===== config.mk =====
export PLATFORM = sky130hd
export DESIGN_NAME = json_string_unescape_flat
export DESIGN_NICKNAME = d
export VERILOG_FILES = /design/src/rtl/core/jsu_pkg.sv /design/src/rtl/core/jsu_in_if.sv /design/src/rtl/core/jsu_out_if.sv /design/src/rtl/core/jsu_decode.sv /design/src/rtl/core/jsu_drain.sv /design/src/rtl/core/json_string_unescape.sv /design/src/flat_wrapper.sv
export SDC_FILE = /design/constraint.sdc
export NUM_CORES = 1
export LEC_CHECK = 0
export BUFFER_PORTS_ARGS = -buffer_cell sky130_fd_sc_hd__buf_2
export CAP_MARGIN = 5
export CORE_MARGIN = 8
export CORE_UTILIZATION = 55
export CTS_BUF_LIST = sky130_fd_sc_hd__clkbuf_16
export DETAILED_ROUTE_END_ITERATION = 10
export PLACE_DENSITY = 0.72
export SYNTH_ARGS = -nofsm -noshare
export SYNTH_HDL_FRONTEND = slang
export SYNTH_SLANG_ARGS = --single-unit

===== constraint.sdc =====
create_clock -name clk -period 4.2 [get_ports clk]
set_input_delay 0.84 -clock clk [delete_from_list [all_inputs] [get_ports clk]]
set_output_delay 0.84 -clock clk [all_outputs]
set_load 0.05 [all_outputs]

===== src/rtl/core/jsu_pkg.sv =====
// ============================================================================
// jsu_pkg
// Shared types, character codes and helper functions for the JSON string
// unescaper.
// ============================================================================
`default_nettype none

package jsu_pkg;

  // Largest number of output bytes that one input byte can produce.
  localparam int unsigned BURST_MAX = 4;

  // Character codes
  localparam logic [7:0] CH_BSLASH = 8'h5C;
  localparam logic [7:0] CH_U      = 8'h75;
  localparam logic [7:0] CH_N      = 8'h6E;
  localparam logic [7:0] CH_T      = 8'h74;
  localparam logic [7:0] CH_R      = 8'h72;
  localparam logic [7:0] CH_B      = 8'h62;
  localparam logic [7:0] CH_F      = 8'h66;
  localparam logic [7:0] CH_LF     = 8'h0A;
  localparam logic [7:0] CH_TAB    = 8'h09;
  localparam logic [7:0] CH_CR     = 8'h0D;
  localparam logic [7:0] CH_BS     = 8'h08;
  localparam logic [7:0] CH_FF     = 8'h0C;

  // UTF-8 framing
  localparam logic [7:0] UTF8_LEAD2 = 8'hC0;
  localparam logic [7:0] UTF8_LEAD3 = 8'hE0;
  localparam logic [7:0] UTF8_CONT  = 8'h80;
  localparam logic [7:0] UTF8_MASK6 = 8'h3F;

  // Bytes produced by one input transaction, in order from index 0.
  typedef struct packed {
    logic [BURST_MAX-1:0][7:0] bytes;
    logic [2:0]                count;
    logic                      eos;    // last byte of the burst ends the string
  } jsu_burst_t;

  function automatic logic [7:0] simple_escape(input logic [7:0] c);
    logic [7:0] r;
    case (c)
      CH_N:    r = CH_LF;
      CH_T:    r = CH_TAB;
      CH_R:    r = CH_CR;
      CH_B:    r = CH_BS;
      CH_F:    r = CH_FF;
      default: r = c;
    endcase
    return r;
  endfunction

  // Hex digit value; anything that is not a hex digit counts as zero.
  function automatic logic [3:0] nibble_of(input logic [7:0] c);
    logic [3:0] r;
    if (c inside {[8'h30:8'h39]}) begin
      r = c[3:0];
    end else if (c inside {[8'h61:8'h66], [8'h41:8'h46]}) begin
      r = 4'(c[2:0] + 3'd1) + 4'd8;
    end else begin
      r = 4'd0;
    end
    return r;
  endfunction

endpackage

`default_nettype wire


===== src/rtl/core/jsu_in_if.sv =====
// ============================================================================
// jsu_in_if
// Input channel: one raw string byte per transaction with a last-byte flag.
// ============================================================================
`default_nettype none

interface jsu_in_if;
  logic       valid;
  logic       ready;
  logic [7:0] in_byte;
  logic       last_in;

  modport source (output valid, output in_byte, output last_in, input ready);
  modport sink   (input valid, input in_byte, input last_in, output ready);
endinterface

`default_nettype wire


===== src/rtl/core/jsu_out_if.sv =====
// ============================================================================
// jsu_out_if
// Result channel: one decoded byte per transaction with an end-of-string flag.
// ============================================================================
`default_nettype none

interface jsu_out_if;
  logic       valid;
  logic       ready;
  logic [7:0] out_byte;
  logic       end_of_string;

  modport source (output valid, output out_byte, output end_of_string, input ready);
  modport sink   (input valid, input out_byte, input end_of_string, output ready);
endinterface

`default_nettype wire


===== src/rtl/core/jsu_decode.sv =====
// ============================================================================
// jsu_decode
// Escape state machine: holds the escape mode, \u digit count, partial code
// point and held digit characters, and turns each accepted byte into a burst
// of zero to four output bytes.
// ============================================================================
`default_nettype none

module jsu_decode (
  input  wire logic               clk,
  input  wire logic               rst_n,
  input  wire logic               accept,
  input  wire logic [7:0]         in_byte,
  input  wire logic               last_in,
  output jsu_pkg::jsu_burst_t     burst
);

  typedef enum logic [1:0] {
    MODE_NORMAL = 2'd0,
    MODE_ESC    = 2'd1,
    MODE_HEX    = 2'd2
  } mode_t;

  mode_t       mode_r, mode_nxt;
  logic [1:0]  cnt_r, cnt_nxt;
  logic [15:0] acc_r, acc_nxt;
  logic [7:0]  held_r   [3];
  logic [7:0]  held_nxt [3];

  logic [15:0] cp;
  logic [7:0]  seq [4];
  logic [1:0]  rlen;
  logic        skip;

  always_comb begin
    burst    = '0;
    mode_nxt = mode_r;
    cnt_nxt  = cnt_r;
    acc_nxt  = acc_r;
    held_nxt = held_r;
    cp       = {acc_r[11:0], jsu_pkg::nibble_of(in_byte)};
    rlen     = cnt_r + 2'd1;
    skip     = 1'b0;
    for (int k = 0; k < 4; k++) begin
      if (2'(k) < cnt_r) seq[k] = held_r[k];
      else if (2'(k) == cnt_r && k < 3) seq[k] = in_byte;
      else seq[k] = 8'h00;
    end

    case (mode_r)
      MODE_ESC: begin
        if (in_byte == jsu_pkg::CH_U && !last_in) begin
          mode_nxt = MODE_HEX;
          cnt_nxt  = 2'd0;
          acc_nxt  = 16'd0;
        end else begin
          burst.bytes[0] = jsu_pkg::simple_escape(in_byte);
          burst.count    = 3'd1;
          mode_nxt       = MODE_NORMAL;
        end
      end
      MODE_HEX: begin
        if (cnt_r == 2'd3) begin
          // fourth digit: emit the code point as UTF-8
          if (cp[15:7] == '0) begin
            burst.bytes[0] = cp[7:0];
            burst.count    = 3'd1;
          end else if (cp[15:11] == '0) begin
            burst.bytes[0] = jsu_pkg::UTF8_LEAD2 | {3'b000, cp[10:6]};
            burst.bytes[1] = jsu_pkg::UTF8_CONT | (cp[7:0] & jsu_pkg::UTF8_MASK6);
            burst.count    = 3'd2;
          end else begin
            burst.bytes[0] = jsu_pkg::UTF8_LEAD3 | {4'b0000, cp[15:12]};
            burst.bytes[1] = jsu_pkg::UTF8_CONT | ({2'b00, cp[11:6]} & jsu_pkg::UTF8_MASK6);
            burst.bytes[2] = jsu_pkg::UTF8_CONT | (cp[7:0] & jsu_pkg::UTF8_MASK6);
            burst.count    = 3'd3;
          end
          mode_nxt = MODE_NORMAL;
          cnt_nxt  = 2'd0;
          acc_nxt  = 16'd0;
        end else if (last_in) begin
          // string ended inside \u: 'u', then replay held chars and this byte
          burst.bytes[0] = jsu_pkg::CH_U;
          burst.count    = 3'd1;
          for (int k = 0; k < 3; k++) begin
            if (2'(k) < rlen && !skip) begin
              if (seq[k] == jsu_pkg::CH_BSLASH && 2'(k + 1) < rlen) begin
                burst.bytes[burst.count[1:0]] = jsu_pkg::simple_escape(seq[k+1]);
                skip = 1'b1;
              end else begin
                burst.bytes[burst.count[1:0]] = seq[k];
              end
              burst.count = burst.count + 3'd1;
            end else begin
              skip = 1'b0;
            end
          end
          mode_nxt = MODE_NORMAL;
        end else begin
          held_nxt[cnt_r] = in_byte;
          acc_nxt         = cp;
          cnt_nxt         = cnt_r + 2'd1;
        end
      end
      default: begin
        mode_nxt = MODE_NORMAL;
        if (in_byte == jsu_pkg::CH_BSLASH && !last_in) begin
          mode_nxt = MODE_ESC;
        end else begin
          burst.bytes[0] = in_byte;
          burst.count    = 3'd1;
        end
      end
    endcase

    if (last_in) begin
      mode_nxt  = MODE_NORMAL;
      cnt_nxt   = 2'd0;
      acc_nxt   = 16'd0;
      burst.eos = 1'b1;
    end
  end

  always_ff @(posedge clk) begin
    if (!rst_n) begin
      mode_r <= MODE_NORMAL;
      cnt_r  <= 2'd0;
      acc_r  <= 16'd0;
    end else if (accept) begin
      mode_r <= mode_nxt;
      cnt_r  <= cnt_nxt;
      acc_r  <= acc_nxt;
    end
  end

  // held characters are payload only
  always_ff @(posedge clk) begin
    if (accept) begin
      held_r <= held_nxt;
    end
  end

endmodule

`default_nettype wire


===== src/rtl/core/jsu_drain.sv =====
// ============================================================================
// jsu_drain
// Burst register plus output register: stores the bytes of one input
// transaction and hands them to the result channel one per cycle when ready.
// ============================================================================
`default_nettype none

module jsu_drain (
  input  wire logic                clk,
  input  wire logic                rst_n,
  input  wire logic                load,      // input transaction accepted
  input  wire jsu_pkg::jsu_burst_t burst,
  output logic                     space,     // can take a new burst now
  output logic                     out_valid,
  input  wire logic                out_ready,
  output logic [7:0]               out_byte,
  output logic                     out_eos
);

  logic [jsu_pkg::BURST_MAX-1:0][7:0] bytes_r;
  logic [2:0] bcnt_r;
  logic [1:0] bidx_r;
  logic       beos_r;
  logic       ovalid_r;
  logic [7:0] obyte_r;
  logic       oeos_r;
  logic       move;

  assign move  = (bcnt_r != 3'd0) && (!ovalid_r || out_ready);
  assign space = (bcnt_r == 3'd0) || (bcnt_r == 3'd1 && move);

  always_ff @(posedge clk) begin
    if (!rst_n) begin
      bcnt_r   <= 3'd0;
      bidx_r   <= 2'd0;
      ovalid_r <= 1'b0;
    end else begin
      if (load && burst.count != 3'd0) begin
        bcnt_r <= burst.count;
        bidx_r <= 2'd0;
      end else if (move) begin
        bcnt_r <= bcnt_r - 3'd1;
        bidx_r <= bidx_r + 2'd1;
      end
      if (move) begin
        ovalid_r <= 1'b1;
      end else if (out_ready) begin
        ovalid_r <= 1'b0;
      end
    end
  end

  always_ff @(posedge clk) begin
    if (load) begin
      bytes_r <= burst.bytes;
      beos_r  <= burst.eos;
    end
    if (move) begin
      obyte_r <= bytes_r[bidx_r];
      oeos_r  <= beos_r && (bcnt_r == 3'd1);
    end
  end

  assign out_valid = ovalid_r;
  assign out_byte  = obyte_r;
  assign out_eos   = oeos_r;

endmodule

`default_nettype wire


===== src/rtl/core/json_string_unescape.sv =====
// ============================================================================
// json_string_unescape
// JSON string body unescaper with \u to UTF-8 conversion.
// ============================================================================
//  - in_ch carries one raw byte of the string body per transaction, with
//    last_in set on the final byte. out_ch carries decoded bytes, with
//    end_of_string set on the final decoded byte of the string.
//  - Each input byte yields zero to four output bytes: plain bytes and
//    simple escapes give one, \u escapes give one to three UTF-8 bytes on
//    the fourth hex digit, a string cut off inside \u gives up to four.
//  - First output byte: via the burst register, then the output register.
//  - Throughput: one input byte per cycle while each byte gives at most one
//    output byte and out_ch.ready stays high; a longer burst holds the input
//    until its last byte moves to the output register.
//  - Receiver stall: output byte holds; input is still taken while the burst
//    register is empty, and in_ch.ready stays low while it holds bytes,
//    except in the cycle its last byte moves to the output register.
//  - Reset (rst_n low, synchronous) returns to plain copy mode and empties
//    the burst and output registers.
// ============================================================================
`default_nettype none

module json_string_unescape (
  input  wire logic  clk,
  input  wire logic  rst_n,
  jsu_in_if.sink     in_ch,
  jsu_out_if.source  out_ch
);

  jsu_pkg::jsu_burst_t burst;
  logic                space;
  logic                accept;

  // input side: take a byte whenever the burst register is free or frees now
  assign in_ch.ready = space;
  assign accept      = in_ch.valid && space;

  // escape state machine, updated once per input transaction
  jsu_decode u_decode (
    .clk     (clk),
    .rst_n   (rst_n),
    .accept  (accept),
    .in_byte (in_ch.in_byte),
    .last_in (in_ch.last_in),
    .burst   (burst)
  );

  // burst storage and output register
  jsu_drain u_drain (
    .clk       (clk),
    .rst_n     (rst_n),
    .load      (accept),
    .burst     (burst),
    .space     (space),
    .out_valid (out_ch.valid),
    .out_ready (out_ch.ready),
    .out_byte  (out_ch.out_byte),
    .out_eos   (out_ch.end_of_string)
  );

endmodule

`default_nettype wire


===== src/flat_wrapper.sv =====
// flat-port wrapper written by rule: the top's interface ports become plain ports
module json_string_unescape_flat 
  (clk, rst_n, in_ch_valid, in_ch_in_byte, in_ch_last_in, in_ch_ready, out_ch_valid, out_ch_out_byte, out_ch_end_of_string, out_ch_ready);
  jsu_in_if in_ch_i ();
  jsu_out_if out_ch_i ();
  input  wire logic clk;
  input  wire logic rst_n;
  input wire logic [$bits(in_ch_i.valid)-1:0] in_ch_valid;
  input wire logic [$bits(in_ch_i.in_byte)-1:0] in_ch_in_byte;
  input wire logic [$bits(in_ch_i.last_in)-1:0] in_ch_last_in;
  output wire logic [$bits(in_ch_i.ready)-1:0] in_ch_ready;
  output wire logic [$bits(out_ch_i.valid)-1:0] out_ch_valid;
  output wire logic [$bits(out_ch_i.out_byte)-1:0] out_ch_out_byte;
  output wire logic [$bits(out_ch_i.end_of_string)-1:0] out_ch_end_of_string;
  input wire logic [$bits(out_ch_i.ready)-1:0] out_ch_ready;
  assign in_ch_i.valid = in_ch_valid;
  assign in_ch_i.in_byte = in_ch_in_byte;
  assign in_ch_i.last_in = in_ch_last_in;
  assign in_ch_ready = in_ch_i.ready;
  assign out_ch_valid = out_ch_i.valid;
  assign out_ch_out_byte = out_ch_i.out_byte;
  assign out_ch_end_of_string = out_ch_i.end_of_string;
  assign out_ch_i.ready = out_ch_ready;
  json_string_unescape u_core (.clk(clk), .rst_n(rst_n), .in_ch(in_ch_i), .out_ch(out_ch_i));
endmodule

==> impl_results.md <==
- Wire length per cell: 23.7 µm
- Largest net degree at the start of global routing: 38
- Worst Setup EP: u_core.u_drain.bytes_r[16]
- Num ports: 24
- Vias per cell: 6.72
- Post-synthesis sequential area ratio: 43.5%
- Area of the core: 9820 µm²
- Async S/R FF share, synth: 0%
- Setup bufs post-CTS: 0
- CTS-repair resized insts: 0
- PwrDens: 441 nW/µm²
- MaxCap Viol Count: 0
- Final Skew: 0.00923 ns
- Share of cells above drive strength 1: 15.1%
- YS warnings: 0
- Layout area overhead: 9.70%
- Clock latency on the worst-skew pair: 0.35 ns
- Critical path launch point type: flip-flop
- Initial core utilization: 56.8%
- Total track usage: 26.5%
- Reg area: 2420 µm²
- Worst Hold Class: flip-flop to flip-flop
- 1st-iter DRT viols: 546
- Final hold vios: 0
- R2R cell count: 13
- Max Buffers Root-to-Sink: 2
- Die W: 117 µm
- Footprint of the multi-input gates: 2920 µm²
- Post-synth EDFFs: 66
- Status: completed
- Gpl congestion: 0.966
- Antenna violations before repair: 0
- Max-slew headroom: 24.6%
- Post-Syn Instances: 563
- CP max FO: 14
- GRT overflow: 0
- DRC viols: 0
- # hold bufs at CTS: 0
- Final worst-path cycle share: 87.1%
- Reg-to-reg setup timing slack: 0.54 ns
- Synthesized cell area: 5570 µm²
- TritonRoute pass-1 iters: 5
- Final Max Slew Viols: 0
- Crit path DAT: 3.75 ns
- # setup viols final: 0
- WP data required: 4.29 ns
- Die height: 117 µm
- CTS root buffer: clkbuf_16
- FF-to-FF Start: u_core.u_decode.cnt_r[0]
- ANT cells: 0
- Worst IR Drop VDD: 0.000327 V
- Final core occ: 62.3%
- Setup crit start: u_core.u_decode.cnt_r[0]
- Post-synth net total: 594
- Synthesized area per cell: 9.90 µm²
- Slew @ Worst Pin: 1.13 ns
- Number of synthesized register bits: 88
- Number of global-route vias before repair: 4,636
- CTS tree: built
- Worst Setup Path Type: flip-flop to flip-flop
- H-tree depth: 3
- Dpl hpwl: 12,800 µm
- Die area: 13,600 µm²
- Fill cell total of the finished layout: 869
- Minimum clock period: 3.66 ns
- Clock Sinks: 88
- Worst-path clk slew: 0.07 ns
- Ys flop type: edfxtp_1
- F_max: 0.273 GHz
- FP Rows: 36
- Library cells used by synthesis: 84
- First-pass GRT wire length: 26,600 µm
- Crit. End Element: flip-flop
- Wirelength, routed: 17,000 µm
- Setup TNS: 0 ns
- R2r endpoint: u_core.u_drain.bytes_r[16]
- Num CTS Buffers: 9
- Routed Antenna Nets: 0
- IO Port Bufs: 23
- Via count: 4,820
- Leakage: 0.00211 µW
- RSZ-0062 raised after global routing: no
- NumNets Final: 610
==> flip-flops by register name, indices dropped and copies added (netlist names) <==
register,count
u_core.u_decode.mode_r,2
u_core.u_drain.bcnt_r,3
u_core.u_drain.bidx_r,2
u_core.u_drain.bytes_r,32
u_core.u_decode.acc_r,12
u_core.u_decode.held_r,24
u_core.u_drain.out_byte,8
u_core.u_drain.out_valid,1
u_core.u_drain.beos_r,1
u_core.u_drain.out_eos,1
u_core.u_decode.cnt_r,2
==> cells in the mapped netlist, types with 8 or more instances <==
master | count | share of area [%]
edfxtp_1 | 66 | 36
nand2_1 | 49 | 3.3
nor2_1 | 48 | 3.2
a21oi_1 | 28 | 2.5
clkbuf_1 | 26 | 1.8
o21ai_0 | 25 | 2.2
inv_1 | 23 | 1.5
dfxtp_1 | 22 | 7.9
a22oi_1 | 19 | 2.6
ha_1 | 18 | 4.0
nand3_1 | 15 | 1.3
nor3_1 | 10 | 0.90
a211oi_1 | 9 | 1.2
and2_1 | 9 | 1.0
nand2b_1 | 9 | 1.0
nor2b_1 | 9 | 1.0
o211ai_1 | 9 | 1.2
mux4_2 | 8 | 3.2
==> per-stage QoR <==
step	area (µm²)	hold slack [ns]	power, µW	std cells	setup WS, ns
after floorplan	5570	0.449	1750	563	0.0949
final	6110	0.476	2690	717	0.543
after global routing	6110	0.508	2820	717	0.352
after global placement	5830	0.461	1940	701	0.665
after CTS	6110	0.485	2710	717	0.657
after detailed placement	5830	0.467	1960	701	0.599
==> how the worst min path moves through the flow <==
stage	from	to	slack [ns]	cells after the start
floorplan	u_core.u_decode.mode_r[1]	u_core.u_decode.mode_r[1]	0.45	2
global placement	u_core.u_decode.mode_r[0]	u_core.u_decode.mode_r[0]	0.46	2
detailed placement	u_core.u_decode.mode_r[1]	u_core.u_decode.mode_r[1]	0.47	2
CTS	u_core.u_decode.mode_r[1]	u_core.u_decode.mode_r[1]	0.49	2
global route	u_core.u_decode.mode_r[1]	u_core.u_decode.mode_r[1]	0.51	2
finish	u_core.u_decode.mode_r[1]	u_core.u_decode.mode_r[1]	0.48	2
==> critical path, stage by stage, from the launching register on <==
cell	delay, ns
dfxtp_1	0.40
inv_1	0.13
ha_1	0.41
nand2b_1	0.27
nor4_1	0.34
buf_4	0.21
o211a_1	0.19
nor2_1	0.12
inv_1	0.11
ha_1	0.21
nand2_1	0.18
a31oi_2	0.43
o21ai_0	0.17
a32o_1	0.24
==> metal layers <==
metal  routed length [µm]  track usage, %
met5                    0               0
met4                  621            11.9
met3                 1450            6.10
met2                 7670            40.3
met1                 7280            35.2
==> cell usage in the layout (no fill, tap or decap), drive strengths merged, types with 4 or more instances in the layout <==
master	instances
nand3b	5
nor2b	9
nand3	15
dfxtp	22
clkbuf	10
nor2	48
mux2	5
a21oi	30
nor4	10
nand2b	9
xnor2	5
mux4	8
and3	5
buf	38
o31a	4
and3b	7
o21ai	28
clkinv	6
o211ai	10
a211oi	11
a22oi	19
a31oi	8
o21bai	4
nor3	10
edfxtp	66
o31ai	8
a21o	5
o221ai	4
and2	9
inv	25
ha	18
nand2	49
or4	4
nand4b	5
==> final cells by class <==
class                   instances  area share [%]
repair buffers                 38            3.72
flip-flops and latches         88            39.6
inverters                      25            1.53
well taps                     133            2.72
clock inverters                 6           0.553
multi-input cells             417            47.7
clock buffers                  10            4.09
==> report_power, final <==
part / switching [µW] / internal [µW]
clock network: 328 / 433
logic: 504 / 214
registers: 72.9 / 1140
==> logic make-up after synthesis <==
group / Yosys count / share of synthesized area [%]
AND/OR/NAND/NOR: 206 / 20.1
AO/OA/AOI/OAI: 172 / 22.7
flip-flops: 88 / 43.5
buffers and inverters: 58 / 4.15
adder cells (fa/ha/maj): 18 / 4.04
multiplexers: 15 / 4.60
XOR/XNOR: 6 / 0.943
Note: power is estimated with default switching activity, not from simulation.
